$ cat src/llpc_pkg.sv
`timescale 1ns / 1ps

package llpc_pkg;

    localparam int PAYLOAD_MAX_DEF = 256;

    localparam int BYTES_PER_NODE = 3;
    localparam int COLOR_SPAN = 6;
    localparam int CAP_IDX_W = $clog2(COLOR_SPAN);

    localparam int NODE_W = 4;
    localparam int LONG_W = 20;
    localparam int SHORT_W = 16;
    localparam int CFG_IDX_W = 3;
    localparam int CFG_DATA_W = LONG_W;

    localparam logic [CFG_IDX_W-1:0] CFG_NODE_ADDRESS = 3'd0;
    localparam logic [CFG_IDX_W-1:0] CFG_STARTUP_TIMEOUT = 3'd1;
    localparam logic [CFG_IDX_W-1:0] CFG_SIGNAL_LOST = 3'd2;
    localparam logic [CFG_IDX_W-1:0] CFG_LOST_SLEEP = 3'd3;
    localparam logic [CFG_IDX_W-1:0] CFG_BLINK_HALF = 3'd4;

    localparam logic [NODE_W-1:0] NODE_ADDRESS_RST = 4'd0;
    localparam logic [LONG_W-1:0] STARTUP_TIMEOUT_RST = 20'd300000;
    localparam logic [SHORT_W-1:0] SIGNAL_LOST_RST = 16'd2000;
    localparam logic [LONG_W-1:0] LOST_SLEEP_RST = 20'd300000;
    localparam logic [SHORT_W-1:0] BLINK_HALF_RST = 16'd400;

    localparam logic [1:0] PH_WAIT = 2'd0;
    localparam logic [1:0] PH_ACTIVE = 2'd1;
    localparam logic [1:0] PH_LOST = 2'd2;
    localparam logic [1:0] PH_SLEEP = 2'd3;

    localparam logic [2:0] ACT_NONE = 3'd0;
    localparam logic [2:0] ACT_SHOW = 3'd1;
    localparam logic [2:0] ACT_SHORT = 3'd2;
    localparam logic [2:0] ACT_ORANGE = 3'd3;
    localparam logic [2:0] ACT_CLEAR = 3'd4;
    localparam logic [2:0] ACT_SLEEP = 3'd5;

    localparam logic [7:0] ORANGE_RED = 8'd255;
    localparam logic [7:0] ORANGE_GREEN = 8'd80;
    localparam logic [7:0] ORANGE_BLUE = 8'd0;

    typedef struct packed {
        logic [NODE_W-1:0]  node_address;
        logic [LONG_W-1:0]  startup_timeout_ms;
        logic [SHORT_W-1:0] signal_lost_ms;
        logic [LONG_W-1:0]  lost_sleep_ms;
        logic [SHORT_W-1:0] blink_half_ms;
    } cfg_t;

    typedef struct packed {
        logic [2:0] action;
        logic [7:0] red_first;
        logic [7:0] green_first;
        logic [7:0] blue_first;
        logic [7:0] red_second;
        logic [7:0] green_second;
        logic [7:0] blue_second;
        logic [1:0] power_phase;
    } result_t;

endpackage

$ cat src/llpc_item_if.sv
`timescale 1ns / 1ps

interface llpc_item_if;
    logic       valid;
    logic       ready;
    logic       mode;
    logic [7:0] payload_byte;
    logic       last_byte;
    logic       charging;

    modport source (output valid, output mode, output payload_byte, output last_byte,
                    output charging, input ready);
    modport sink (input valid, input mode, input payload_byte, input last_byte,
                  input charging, output ready);
endinterface

$ cat src/llpc_result_if.sv
`timescale 1ns / 1ps

interface llpc_result_if;
    logic       valid;
    logic       ready;
    logic [2:0] action;
    logic [7:0] red_first;
    logic [7:0] green_first;
    logic [7:0] blue_first;
    logic [7:0] red_second;
    logic [7:0] green_second;
    logic [7:0] blue_second;
    logic [1:0] power_phase;

    modport source (output valid, output action, output red_first, output green_first,
                    output blue_first, output red_second, output green_second,
                    output blue_second, output power_phase, input ready);
    modport sink (input valid, input action, input red_first, input green_first,
                  input blue_first, input red_second, input green_second,
                  input blue_second, input power_phase, output ready);
endinterface

$ cat src/llpc_cfg.sv
`timescale 1ns / 1ps

module llpc_cfg (
    input  logic                                clk,
    input  logic                                rst_n,
    input  logic                                cfg_we,
    input  logic [llpc_pkg::CFG_IDX_W-1:0]      cfg_index,
    input  logic [llpc_pkg::CFG_DATA_W-1:0]     cfg_data,
    output llpc_pkg::cfg_t                      cfg
);

    llpc_pkg::cfg_t cfg_reg;
    llpc_pkg::cfg_t cfg_next;

    always_comb
    begin
        cfg_next = cfg_reg;
        if (cfg_we)
        begin
            case (cfg_index)
                llpc_pkg::CFG_NODE_ADDRESS:
                    cfg_next.node_address = cfg_data[llpc_pkg::NODE_W-1:0];
                llpc_pkg::CFG_STARTUP_TIMEOUT:
                    cfg_next.startup_timeout_ms = cfg_data[llpc_pkg::LONG_W-1:0];
                llpc_pkg::CFG_SIGNAL_LOST:
                    cfg_next.signal_lost_ms = cfg_data[llpc_pkg::SHORT_W-1:0];
                llpc_pkg::CFG_LOST_SLEEP:
                    cfg_next.lost_sleep_ms = cfg_data[llpc_pkg::LONG_W-1:0];
                llpc_pkg::CFG_BLINK_HALF:
                    cfg_next.blink_half_ms = cfg_data[llpc_pkg::SHORT_W-1:0];
                default:
                    cfg_next = cfg_reg;
            endcase
        end
    end

    always_ff @(posedge clk or negedge rst_n)
    begin
        if (!rst_n)
        begin
            cfg_reg.node_address <= llpc_pkg::NODE_ADDRESS_RST;
            cfg_reg.startup_timeout_ms <= llpc_pkg::STARTUP_TIMEOUT_RST;
            cfg_reg.signal_lost_ms <= llpc_pkg::SIGNAL_LOST_RST;
            cfg_reg.lost_sleep_ms <= llpc_pkg::LOST_SLEEP_RST;
            cfg_reg.blink_half_ms <= llpc_pkg::BLINK_HALF_RST;
        end
        else
        begin
            cfg_reg <= cfg_next;
        end
    end

    assign cfg = cfg_reg;

endmodule

$ cat src/llpc_engine.sv
`timescale 1ns / 1ps

module llpc_engine #(
    parameter int PAYLOAD_MAX = llpc_pkg::PAYLOAD_MAX_DEF
) (
    input  logic              clk,
    input  logic              rst_n,
    input  llpc_pkg::cfg_t    cfg,
    input  logic              fire,
    input  logic              mode,
    input  logic [7:0]        payload_byte,
    input  logic              last_byte,
    input  logic              charging,
    output llpc_pkg::result_t res
);

    localparam int POS_W = $clog2(PAYLOAD_MAX + 1);
    localparam int BASE_W = 6;
    localparam int CW = ((POS_W > BASE_W) ? POS_W : BASE_W) + 1;
    localparam logic [POS_W-1:0] POS_MAX = POS_W'(PAYLOAD_MAX);
    localparam logic [CW-1:0] SPAN = CW'(llpc_pkg::COLOR_SPAN);
    localparam logic [CW-1:0] STRIDE = CW'(llpc_pkg::BYTES_PER_NODE);

    logic [1:0]                   phase_reg;
    logic [1:0]                   phase_next;
    logic [llpc_pkg::LONG_W-1:0]  phase_elapsed_reg;
    logic [llpc_pkg::LONG_W-1:0]  phase_elapsed_next;
    logic [llpc_pkg::LONG_W-1:0]  data_elapsed_reg;
    logic [llpc_pkg::LONG_W-1:0]  data_elapsed_next;
    logic [llpc_pkg::SHORT_W-1:0] blink_elapsed_reg;
    logic [llpc_pkg::SHORT_W-1:0] blink_elapsed_next;
    logic                         blink_lit_reg;
    logic                         blink_lit_next;
    logic [POS_W-1:0]             pos_reg;
    logic [POS_W-1:0]             pos_next;
    logic [7:0]                   cap_reg [llpc_pkg::COLOR_SPAN];

    logic [CW-1:0]                   base;
    logic [CW-1:0]                   pos_ext;
    logic [CW-1:0]                   offset;
    logic [CW-1:0]                   len_ext;
    logic [POS_W-1:0]                pos_inc;
    logic                            below_max;
    logic                            cap_we;
    logic [llpc_pkg::CAP_IDX_W-1:0]  cap_idx;
    logic [7:0]                      color [llpc_pkg::COLOR_SPAN];
    logic [llpc_pkg::LONG_W-1:0]     pe_inc;
    logic [llpc_pkg::LONG_W-1:0]     de_inc;
    logic [llpc_pkg::SHORT_W-1:0]    be_inc;

    assign base = CW'(cfg.node_address) * STRIDE;
    assign pos_ext = CW'(pos_reg);
    assign offset = pos_ext - base;
    assign cap_idx = offset[llpc_pkg::CAP_IDX_W-1:0];
    assign below_max = pos_reg < POS_MAX;
    assign pos_inc = below_max ? pos_reg + 1'b1 : pos_reg;
    assign len_ext = CW'(pos_inc);

    assign pe_inc = (&phase_elapsed_reg) ? phase_elapsed_reg : phase_elapsed_reg + 1'b1;
    assign de_inc = (&data_elapsed_reg) ? data_elapsed_reg : data_elapsed_reg + 1'b1;
    assign be_inc = (&blink_elapsed_reg) ? blink_elapsed_reg : blink_elapsed_reg + 1'b1;

    // The byte being written this cycle is forwarded so a final color byte shows at once.
    always_comb
    begin
        for (int i = 0; i < llpc_pkg::COLOR_SPAN; i++)
        begin
            color[i] = (cap_we && cap_idx == llpc_pkg::CAP_IDX_W'(i)) ? payload_byte
                                                                       : cap_reg[i];
        end
    end

    always_comb
    begin
        phase_next = phase_reg;
        phase_elapsed_next = phase_elapsed_reg;
        data_elapsed_next = data_elapsed_reg;
        blink_elapsed_next = blink_elapsed_reg;
        blink_lit_next = blink_lit_reg;
        pos_next = pos_reg;
        cap_we = 1'b0;
        res = '0;
        res.action = llpc_pkg::ACT_NONE;

        if (phase_reg != llpc_pkg::PH_SLEEP)
        begin
            if (mode)
            begin
                cap_we = below_max && pos_ext >= base && pos_ext < base + SPAN;
                pos_next = pos_inc;
                if (last_byte)
                begin
                    pos_next = '0;
                    data_elapsed_next = '0;
                    if (phase_reg != llpc_pkg::PH_ACTIVE)
                    begin
                        phase_next = llpc_pkg::PH_ACTIVE;
                        phase_elapsed_next = '0;
                    end
                    if (len_ext >= base + SPAN)
                    begin
                        res.action = llpc_pkg::ACT_SHOW;
                        res.red_first = color[0];
                        res.green_first = color[1];
                        res.blue_first = color[2];
                        res.red_second = color[3];
                        res.green_second = color[4];
                        res.blue_second = color[5];
                    end
                    else
                    begin
                        res.action = llpc_pkg::ACT_SHORT;
                    end
                end
            end
            else
            begin
                phase_elapsed_next = pe_inc;
                data_elapsed_next = de_inc;
                blink_elapsed_next = be_inc;
                if (!charging)
                begin
                    case (phase_reg)
                        llpc_pkg::PH_WAIT:
                        begin
                            if (pe_inc >= cfg.startup_timeout_ms)
                            begin
                                phase_next = llpc_pkg::PH_SLEEP;
                                res.action = llpc_pkg::ACT_SLEEP;
                            end
                        end
                        llpc_pkg::PH_ACTIVE:
                        begin
                            if (de_inc >= llpc_pkg::LONG_W'(cfg.signal_lost_ms))
                            begin
                                phase_next = llpc_pkg::PH_LOST;
                                phase_elapsed_next = '0;
                                blink_elapsed_next = '0;
                                blink_lit_next = 1'b0;
                            end
                        end
                        llpc_pkg::PH_LOST:
                        begin
                            if (pe_inc >= cfg.lost_sleep_ms)
                            begin
                                phase_next = llpc_pkg::PH_SLEEP;
                                res.action = llpc_pkg::ACT_SLEEP;
                            end
                            else if (be_inc >= cfg.blink_half_ms)
                            begin
                                blink_elapsed_next = '0;
                                blink_lit_next = !blink_lit_reg;
                                if (!blink_lit_reg)
                                begin
                                    res.action = llpc_pkg::ACT_ORANGE;
                                    res.red_first = llpc_pkg::ORANGE_RED;
                                    res.green_first = llpc_pkg::ORANGE_GREEN;
                                    res.blue_first = llpc_pkg::ORANGE_BLUE;
                                    res.red_second = llpc_pkg::ORANGE_RED;
                                    res.green_second = llpc_pkg::ORANGE_GREEN;
                                    res.blue_second = llpc_pkg::ORANGE_BLUE;
                                end
                                else
                                begin
                                    res.action = llpc_pkg::ACT_CLEAR;
                                end
                            end
                        end
                        default:
                        begin
                            phase_next = phase_reg;
                        end
                    endcase
                end
            end
        end
        res.power_phase = phase_next;
    end

    always_ff @(posedge clk or negedge rst_n)
    begin
        if (!rst_n)
        begin
            phase_reg <= llpc_pkg::PH_WAIT;
            phase_elapsed_reg <= '0;
            data_elapsed_reg <= '0;
            blink_elapsed_reg <= '0;
            blink_lit_reg <= 1'b0;
            pos_reg <= '0;
        end
        else if (fire)
        begin
            phase_reg <= phase_next;
            phase_elapsed_reg <= phase_elapsed_next;
            data_elapsed_reg <= data_elapsed_next;
            blink_elapsed_reg <= blink_elapsed_next;
            blink_lit_reg <= blink_lit_next;
            pos_reg <= pos_next;
        end
    end

    always_ff @(posedge clk)
    begin
        if (fire && cap_we)
        begin
            cap_reg[cap_idx] <= payload_byte;
        end
    end

endmodule

$ cat src/link_loss_power_controller_top.sv
`timescale 1ns / 1ps

// Channel  | Role   | Payload
// item     | sink   | mode, payload_byte, last_byte, charging
// result   | source | action, six color bytes, power_phase
// cfg      | write  | cfg_we, cfg_index, cfg_data
//
// Each request is held in an input register and resolved into the result
// register; the block accepts one request per clock while no result stalls.
// A result is valid once its request moves into the result register.
// Reset is asynchronous and clears the power state, counters and handshakes.
// A stalled result holds the pipeline; the input register refills as soon
// as the result register frees.

module link_loss_power_controller_top #(
    parameter int PAYLOAD_MAX = llpc_pkg::PAYLOAD_MAX_DEF
) (
    input  logic                            clk,
    input  logic                            rst_n,
    llpc_item_if.sink                       item,
    llpc_result_if.source                   result,
    input  logic                            cfg_we,
    input  logic [llpc_pkg::CFG_IDX_W-1:0]  cfg_index,
    input  logic [llpc_pkg::CFG_DATA_W-1:0] cfg_data
);

    llpc_pkg::cfg_t    cfg;
    llpc_pkg::result_t res;
    llpc_pkg::result_t res_reg;

    logic       in_valid_reg;
    logic       in_mode_reg;
    logic [7:0] in_byte_reg;
    logic       in_last_reg;
    logic       in_charging_reg;
    logic       out_valid_reg;
    logic       advance;

    assign advance = in_valid_reg && (!out_valid_reg || result.ready);
    assign item.ready = !in_valid_reg || advance;

    llpc_cfg u_cfg (
        .clk       (clk),
        .rst_n     (rst_n),
        .cfg_we    (cfg_we),
        .cfg_index (cfg_index),
        .cfg_data  (cfg_data),
        .cfg       (cfg)
    );

    llpc_engine #(
        .PAYLOAD_MAX (PAYLOAD_MAX)
    ) u_engine (
        .clk          (clk),
        .rst_n        (rst_n),
        .cfg          (cfg),
        .fire         (advance),
        .mode         (in_mode_reg),
        .payload_byte (in_byte_reg),
        .last_byte    (in_last_reg),
        .charging     (in_charging_reg),
        .res          (res)
    );

    always_ff @(posedge clk or negedge rst_n)
    begin
        if (!rst_n)
        begin
            in_valid_reg <= 1'b0;
            out_valid_reg <= 1'b0;
        end
        else
        begin
            if (item.ready)
            begin
                in_valid_reg <= item.valid;
            end
            if (advance)
            begin
                out_valid_reg <= 1'b1;
            end
            else if (result.ready)
            begin
                out_valid_reg <= 1'b0;
            end
        end
    end

    always_ff @(posedge clk)
    begin
        if (item.valid && item.ready)
        begin
            in_mode_reg <= item.mode;
            in_byte_reg <= item.payload_byte;
            in_last_reg <= item.last_byte;
            in_charging_reg <= item.charging;
        end
        if (advance)
        begin
            res_reg <= res;
        end
    end

    assign result.valid = out_valid_reg;
    assign result.action = res_reg.action;
    assign result.red_first = res_reg.red_first;
    assign result.green_first = res_reg.green_first;
    assign result.blue_first = res_reg.blue_first;
    assign result.red_second = res_reg.red_second;
    assign result.green_second = res_reg.green_second;
    assign result.blue_second = res_reg.blue_second;
    assign result.power_phase = res_reg.power_phase;

    // An orange or clear blink is only produced while the signal is lost.
    a_blink_phase: assert property (@(posedge clk) disable iff (!rst_n)
        out_valid_reg && (res_reg.action == llpc_pkg::ACT_ORANGE ||
                          res_reg.action == llpc_pkg::ACT_CLEAR)
        |-> res_reg.power_phase == llpc_pkg::PH_LOST)
        else $error("blink result outside signal lost phase");

    // A finished payload always leaves the link active.
    a_payload_phase: assert property (@(posedge clk) disable iff (!rst_n)
        out_valid_reg && (res_reg.action == llpc_pkg::ACT_SHOW ||
                          res_reg.action == llpc_pkg::ACT_SHORT)
        |-> res_reg.power_phase == llpc_pkg::PH_ACTIVE)
        else $error("payload result without active phase");

    // A sleep request always reports the asleep phase.
    a_sleep_phase: assert property (@(posedge clk) disable iff (!rst_n)
        out_valid_reg && res_reg.action == llpc_pkg::ACT_SLEEP
        |-> res_reg.power_phase == llpc_pkg::PH_SLEEP)
        else $error("sleep result without asleep phase");

    // A request moved out of the input register lands in the result register.
    a_advance_lands: assert property (@(posedge clk) disable iff (!rst_n)
        advance |=> out_valid_reg)
        else $error("processed request lost between stages");

endmodule

$ cat src/flat_wrapper.sv
// flat-port wrapper written by rule: the top's interface ports become plain ports
module link_loss_power_controller_top_flat 
#(
    parameter int PAYLOAD_MAX = llpc_pkg::PAYLOAD_MAX_DEF
)
  (clk, rst_n, cfg_we, cfg_index, cfg_data, item_valid, item_mode, item_payload_byte, item_last_byte, item_charging, item_ready, result_valid, result_action, result_red_first, result_green_first, result_blue_first, result_red_second, result_green_second, result_blue_second, result_power_phase, result_ready);
  llpc_item_if item_i ();
  llpc_result_if result_i ();
  input  logic clk;
  input  logic rst_n;
  input  logic cfg_we;
  input  logic [llpc_pkg::CFG_IDX_W-1:0] cfg_index;
  input  logic [llpc_pkg::CFG_DATA_W-1:0] cfg_data;
  input wire logic [$bits(item_i.valid)-1:0] item_valid;
  input wire logic [$bits(item_i.mode)-1:0] item_mode;
  input wire logic [$bits(item_i.payload_byte)-1:0] item_payload_byte;
  input wire logic [$bits(item_i.last_byte)-1:0] item_last_byte;
  input wire logic [$bits(item_i.charging)-1:0] item_charging;
  output wire logic [$bits(item_i.ready)-1:0] item_ready;
  output wire logic [$bits(result_i.valid)-1:0] result_valid;
  output wire logic [$bits(result_i.action)-1:0] result_action;
  output wire logic [$bits(result_i.red_first)-1:0] result_red_first;
  output wire logic [$bits(result_i.green_first)-1:0] result_green_first;
  output wire logic [$bits(result_i.blue_first)-1:0] result_blue_first;
  output wire logic [$bits(result_i.red_second)-1:0] result_red_second;
  output wire logic [$bits(result_i.green_second)-1:0] result_green_second;
  output wire logic [$bits(result_i.blue_second)-1:0] result_blue_second;
  output wire logic [$bits(result_i.power_phase)-1:0] result_power_phase;
  input wire logic [$bits(result_i.ready)-1:0] result_ready;
  assign item_i.valid = item_valid;
  assign item_i.mode = item_mode;
  assign item_i.payload_byte = item_payload_byte;
  assign item_i.last_byte = item_last_byte;
  assign item_i.charging = item_charging;
  assign item_ready = item_i.ready;
  assign result_valid = result_i.valid;
  assign result_action = result_i.action;
  assign result_red_first = result_i.red_first;
  assign result_green_first = result_i.green_first;
  assign result_blue_first = result_i.blue_first;
  assign result_red_second = result_i.red_second;
  assign result_green_second = result_i.green_second;
  assign result_blue_second = result_i.blue_second;
  assign result_power_phase = result_i.power_phase;
  assign result_i.ready = result_ready;
  link_loss_power_controller_top #(.PAYLOAD_MAX(PAYLOAD_MAX)) u_core (.clk(clk), .rst_n(rst_n), .item(item_i), .result(result_i), .cfg_we(cfg_we), .cfg_index(cfg_index), .cfg_data(cfg_data));
endmodule
$ cat config.mk
export PLATFORM = sky130hd
export DESIGN_NAME = link_loss_power_controller_top_flat
export DESIGN_NICKNAME = d
export VERILOG_FILES = /design/src/llpc_pkg.sv /design/src/llpc_item_if.sv /design/src/llpc_result_if.sv /design/src/llpc_cfg.sv /design/src/llpc_engine.sv /design/src/link_loss_power_controller_top.sv /design/src/flat_wrapper.sv
export SDC_FILE = /design/constraint.sdc
export NUM_CORES = 1
export LEC_CHECK = 0
export BUFFER_PORTS_ARGS = -buffer_cell sky130_fd_sc_hd__buf_2
export CAP_MARGIN = 0
export CORE_ASPECT_RATIO = 0.6
export CORE_MARGIN = 3
export CORE_UTILIZATION = 36
export DETAILED_ROUTE_END_ITERATION = 10
export GPL_ROUTABILITY_DRIVEN = 0
export PLACE_DENSITY = 0.6
export RECOVER_POWER = 50
export REMOVE_ABC_BUFFERS = 1
export SYNTH_ARGS = -nofsm -noshare
export SYNTH_HDL_FRONTEND = slang
export SYNTH_SLANG_ARGS = --single-unit
$ cat constraint.sdc
create_clock -name clk -period 3.6 [get_ports clk]
set_input_delay 0.36 -clock clk [delete_from_list [all_inputs] [get_ports clk]]
set_output_delay 0.36 -clock clk [all_outputs]
set_load 0.01 [all_outputs]
==> metrics.md <==
| Metric | Value |
|---|---|
| Status | complete, but fails checks |
| Failing checks | capacitance limit, slew limit, setup timing |
| Total Wirelength | approximately 44000 um |
| Ports | 94 |
| Latest clock arrival within the worst-skew pair | about 0.57 ns |
| Number of synthesized register bits | between 200 and 300 |
| Buffers on Ports | 93 |
| Minimum clock period | ~4.0 ns |
| LEAKAGE | roughly 8.7 nW |
| Maximum fanout along the worst path | 5 |
| Crit share post-route | 111% |
| CTS clk-pin slew, worst paths | ~0.060 ns |
| CP Launch Type | flip-flop |
| Final slew viol count | between 100 and 150 |
| Primary FF master, synth | dfrtp_1 |
| Max Freq | approximately 0.25 GHz |
| Initial antenna violation count | 1 |
| Core box area | about 38000 um2 |
| DRT iter0 DRCs | about 900 |
| 1st-pass router iterations | 5 |
| Post-Syn Area | roughly 14000 um2 |
| GRT overflow | 0 |
| ANT cells | 0 |
| TritonCTS clock tree | built |
| Antenna-violating nets left | 0 |
| Critical Path RT | between 4 and 5 ns |
| Post-synthesis async set-or-reset flop share | between 50 and 60% |
| Max Cap Viol | 2 |
| Seq/Total Area, Yosys | ~50% |
| DRC | 0 |
| Post-Synthesis Cells | ~1400 |
| Max FFs per register | between 70 and 80 |
| Area Growth Syn to Fin | 37.9% |
| Layout cell share with drive strength beyond 1 | roughly 37% |
| Fin. Hold Viols | 0 |
| Worst-Margin Slew | about 2.5 ns |
| FP Rows | between 50 and 60 |
| CP Cell Sequence | ha_2 -> nand3_2 -> nor4_4 -> nand3b_1 -> buf_6 -> mux2_4 -> ha_4 -> a2111o_1 -> a32oi_1 -> nand3_2 -> a2111oi_4 -> buf_4 -> nand4b_1 -> buf_6 -> buf_8 -> o21ai_1 |
| Die Y | 159 um |
| RSZ-0062 raised after global routing | yes |
| EDFF count, synth | 112 |
| DIE AREA | about 42000 um2 |
| TritonCTS Buffers | 27 |
| Slowest cell delay on critical path | roughly 0.43 ns |
| Tightest Hold Check Type | in2reg |
| Nets | 1832 |
| # setup viols final | 78 |
| Global-route wire length before repair | roughly 65000 um |
| Crit path DAT | around 4.4 ns |
| Setup TNS | -16.51 ns |
| Total number of vias | about 12000 |
| Peak VDD IR | around 0.37 mV |
| Pwr Density | between 500 and 600 nW/um2 |
| Critical path capture point type | flip-flop |
| Synth cell types | slightly below 80 |
| Global Route Usage Sum | approximately a fifth |
| Initial core utilization | 37.0% |
| Kind of critical path | reg2reg |
| Fin Clk Skew | 0.0214 ns |
| Pwr Total | just under 10 mW |
| H-tree Lvls | 1 |
| Avg Inst Size Synth | approximately 10 um2 |
| Largest cells by area after synthesis | edfxtp_1 24%, dfrtp_1 21%, ha_1 9.2% |
| Maximum clock insertion buffer count | 3 |
| Number of global-route vias before repair | around 11000 |
| Synth warn | 0 |
| PnR worst setup slack | -0.381 ns |
| CTS sink cnt | about 260 |
| Vias per inst | about 5.3 |
| DP HPWL | 29200 um |
| Chip width | 262 um |
| Slew Limit Headroom | -69.5% |
| Root Buffer | clkbuf_16 |
| Share of the synthesized area in the top cell type | between 20% and 30% |
| Largest net degree at the start of global routing | 90 |
| Yosys top cell by area | edfxtp_1 |
| WL/cell | 19.6 um |
| Critical path's slowest cell | a2111o_1 |
[worst paths after layout]
path	startpoint	endpoint	slack, ns	depth (start not counted)
max in group asynchronous	rst_n	u_core.u_engine.phase_elapsed_reg[2]	0.97	2
worst min-delay path	cfg_data[17]	u_core.u_cfg.cfg[69]	0.03	3
min in group asynchronous	rst_n	u_core.u_cfg.cfg[37]	1.07	2
worst max register to register	u_core.u_engine.phase_elapsed_reg[1]	u_core.result.red_second[6]	-0.38	16
worst min register to register	u_core.u_cfg.cfg[19]	u_core.u_cfg.cfg[19]	0.51	1
worst max-delay path	u_core.u_engine.phase_elapsed_reg[1]	u_core.result.red_second[6]	-0.38	16
[repair_timing]
item / CTS / global route
setup endpoints to repair: 109 / 132
gates resized for setup: 90 / 192
endpoints found under the hold margin: 96 / 0
cloned: 4 / 4
hold buffers: 13 / 0
buffers inserted: 20 / 17
pin swaps: 23 / 77
[power breakdown]
part	switching (mW)	leakage, nW	internal, mW	total (mW)
Combinational	1.65	5.31	1.41	3.06
Clock	1.27	0.471	1.96	3.22
Sequential	0.201	2.89	3.46	3.66
Total	3.12	8.67	6.83	9.94
[cells in the mapped netlist (3+ instances only)]
cell        n
nand3_1    67
o21a_1      4
a21o_1     13
o32ai_1     3
buf_2       6
nor3_1     20
or3_1       7
inv_1      96
nor2_1     68
o21ai_0   107
clkbuf_1   45
and3_1     12
ha_1      104
o211ai_1    9
nand2_1   146
mux2_2     27
a22o_1     25
dfstp_2    25
xnor2_1    35
nand2b_1   15
o21bai_1    3
nor2b_1     9
o21ai_1    22
xor2_1     20
nor3b_1     4
dfrtp_1   121
mux2i_1    38
a31oi_1    11
o31ai_2     3
nand4b_1    4
and4_1      8
o31a_1      3
nand4_1    15
nor4_1      5
a21oi_1    58
edfxtp_1  112
and2_1      4
o31ai_1    10
a211oi_1    6
buf_1       3
nand3b_1    6
[critical path: cells and delay by family (launching register included)]
family / cells / cell delay (ns)
AO/OA/AOI/OAI: 4 / 1.12
AND/OR/NAND/NOR: 5 / 0.91
multiplexers: 1 / 0.31
flip-flops: 1 / 0.37
buffers and inverters: 4 / 0.72
adder cells (fa/ha/maj): 2 / 0.41
[area by class of cell]
| type | instances | area (um2) |
|---|---|---|
| Clock buffer | 30 | 687 |
| Clock inverter | 20 | 314 |
| Fill cell | 3384 | 18700 |
| Inverter | 96 | 360 |
| Multi-Input combinational cell | 941 | 7640 |
| Sequential cell | 258 | 7050 |
| Tap cell | 513 | 642 |
| Timing Repair Buffer | 363 | 2780 |
[layer usage]
layer | GRT usage (%) | vias up | wire length, um
met5 | 0 | - | 0
li1 | - | 5554 | -
met3 | 3.40 | 58 | 2630
met2 | 27.2 | 320 | 18200
met4 | 4.35 | 0 | 916
met1 | 31.7 | 5891 | 21800
[cell usage in the layout (no fill, tap or decap), types with 30 or more instances in the layout]
master,n
buf_4,206
nand2_1,127
dfrtp_1,121
edfxtp_1,112
inv_1,93
buf_2,87
o21ai_0,85
ha_1,85
nor2_1,61
nand3_1,54
mux2i_1,38
a21oi_1,33
buf_6,31
o21ai_2,30
[logic make-up (layout without fill, tap and decap cells)]
logic type | after synthesis | after routing | share of synthesized area, %
multiplexers | 65 | 65 | 4.85
XOR/XNOR | 55 | 55 | 3.41
AO/OA/AOI/OAI | 308 | 308 | 14.0
flip-flops | 258 | 258 | 49.9
buffers and inverters | 152 | 509 | 4.20
adder cells (fa/ha/maj) | 106 | 106 | 9.50
AND/OR/NAND/NOR | 407 | 407 | 14.1
[metrics by stage]
step | hold WS (ns) | setup WS [ns] | cells | utilization (%) | cell area [um2]
floorplan | 0.0644 | -0.596 | 1295 | - | 13900
global placement | 0.488 | -0.542 | 2118 | 43.8 | 16700
detailed placement | 0.495 | -0.614 | 2118 | 43.8 | 16700
CTS | 0.00168 | -0.248 | 2204 | 48.4 | 18500
global route | 0.0427 | -0.501 | 2221 | 51.0 | 19500
finish | 0.0305 | -0.381 | 2221 | 51.0 | 19500
Note: power is estimated with default switching activity, not from simulation.
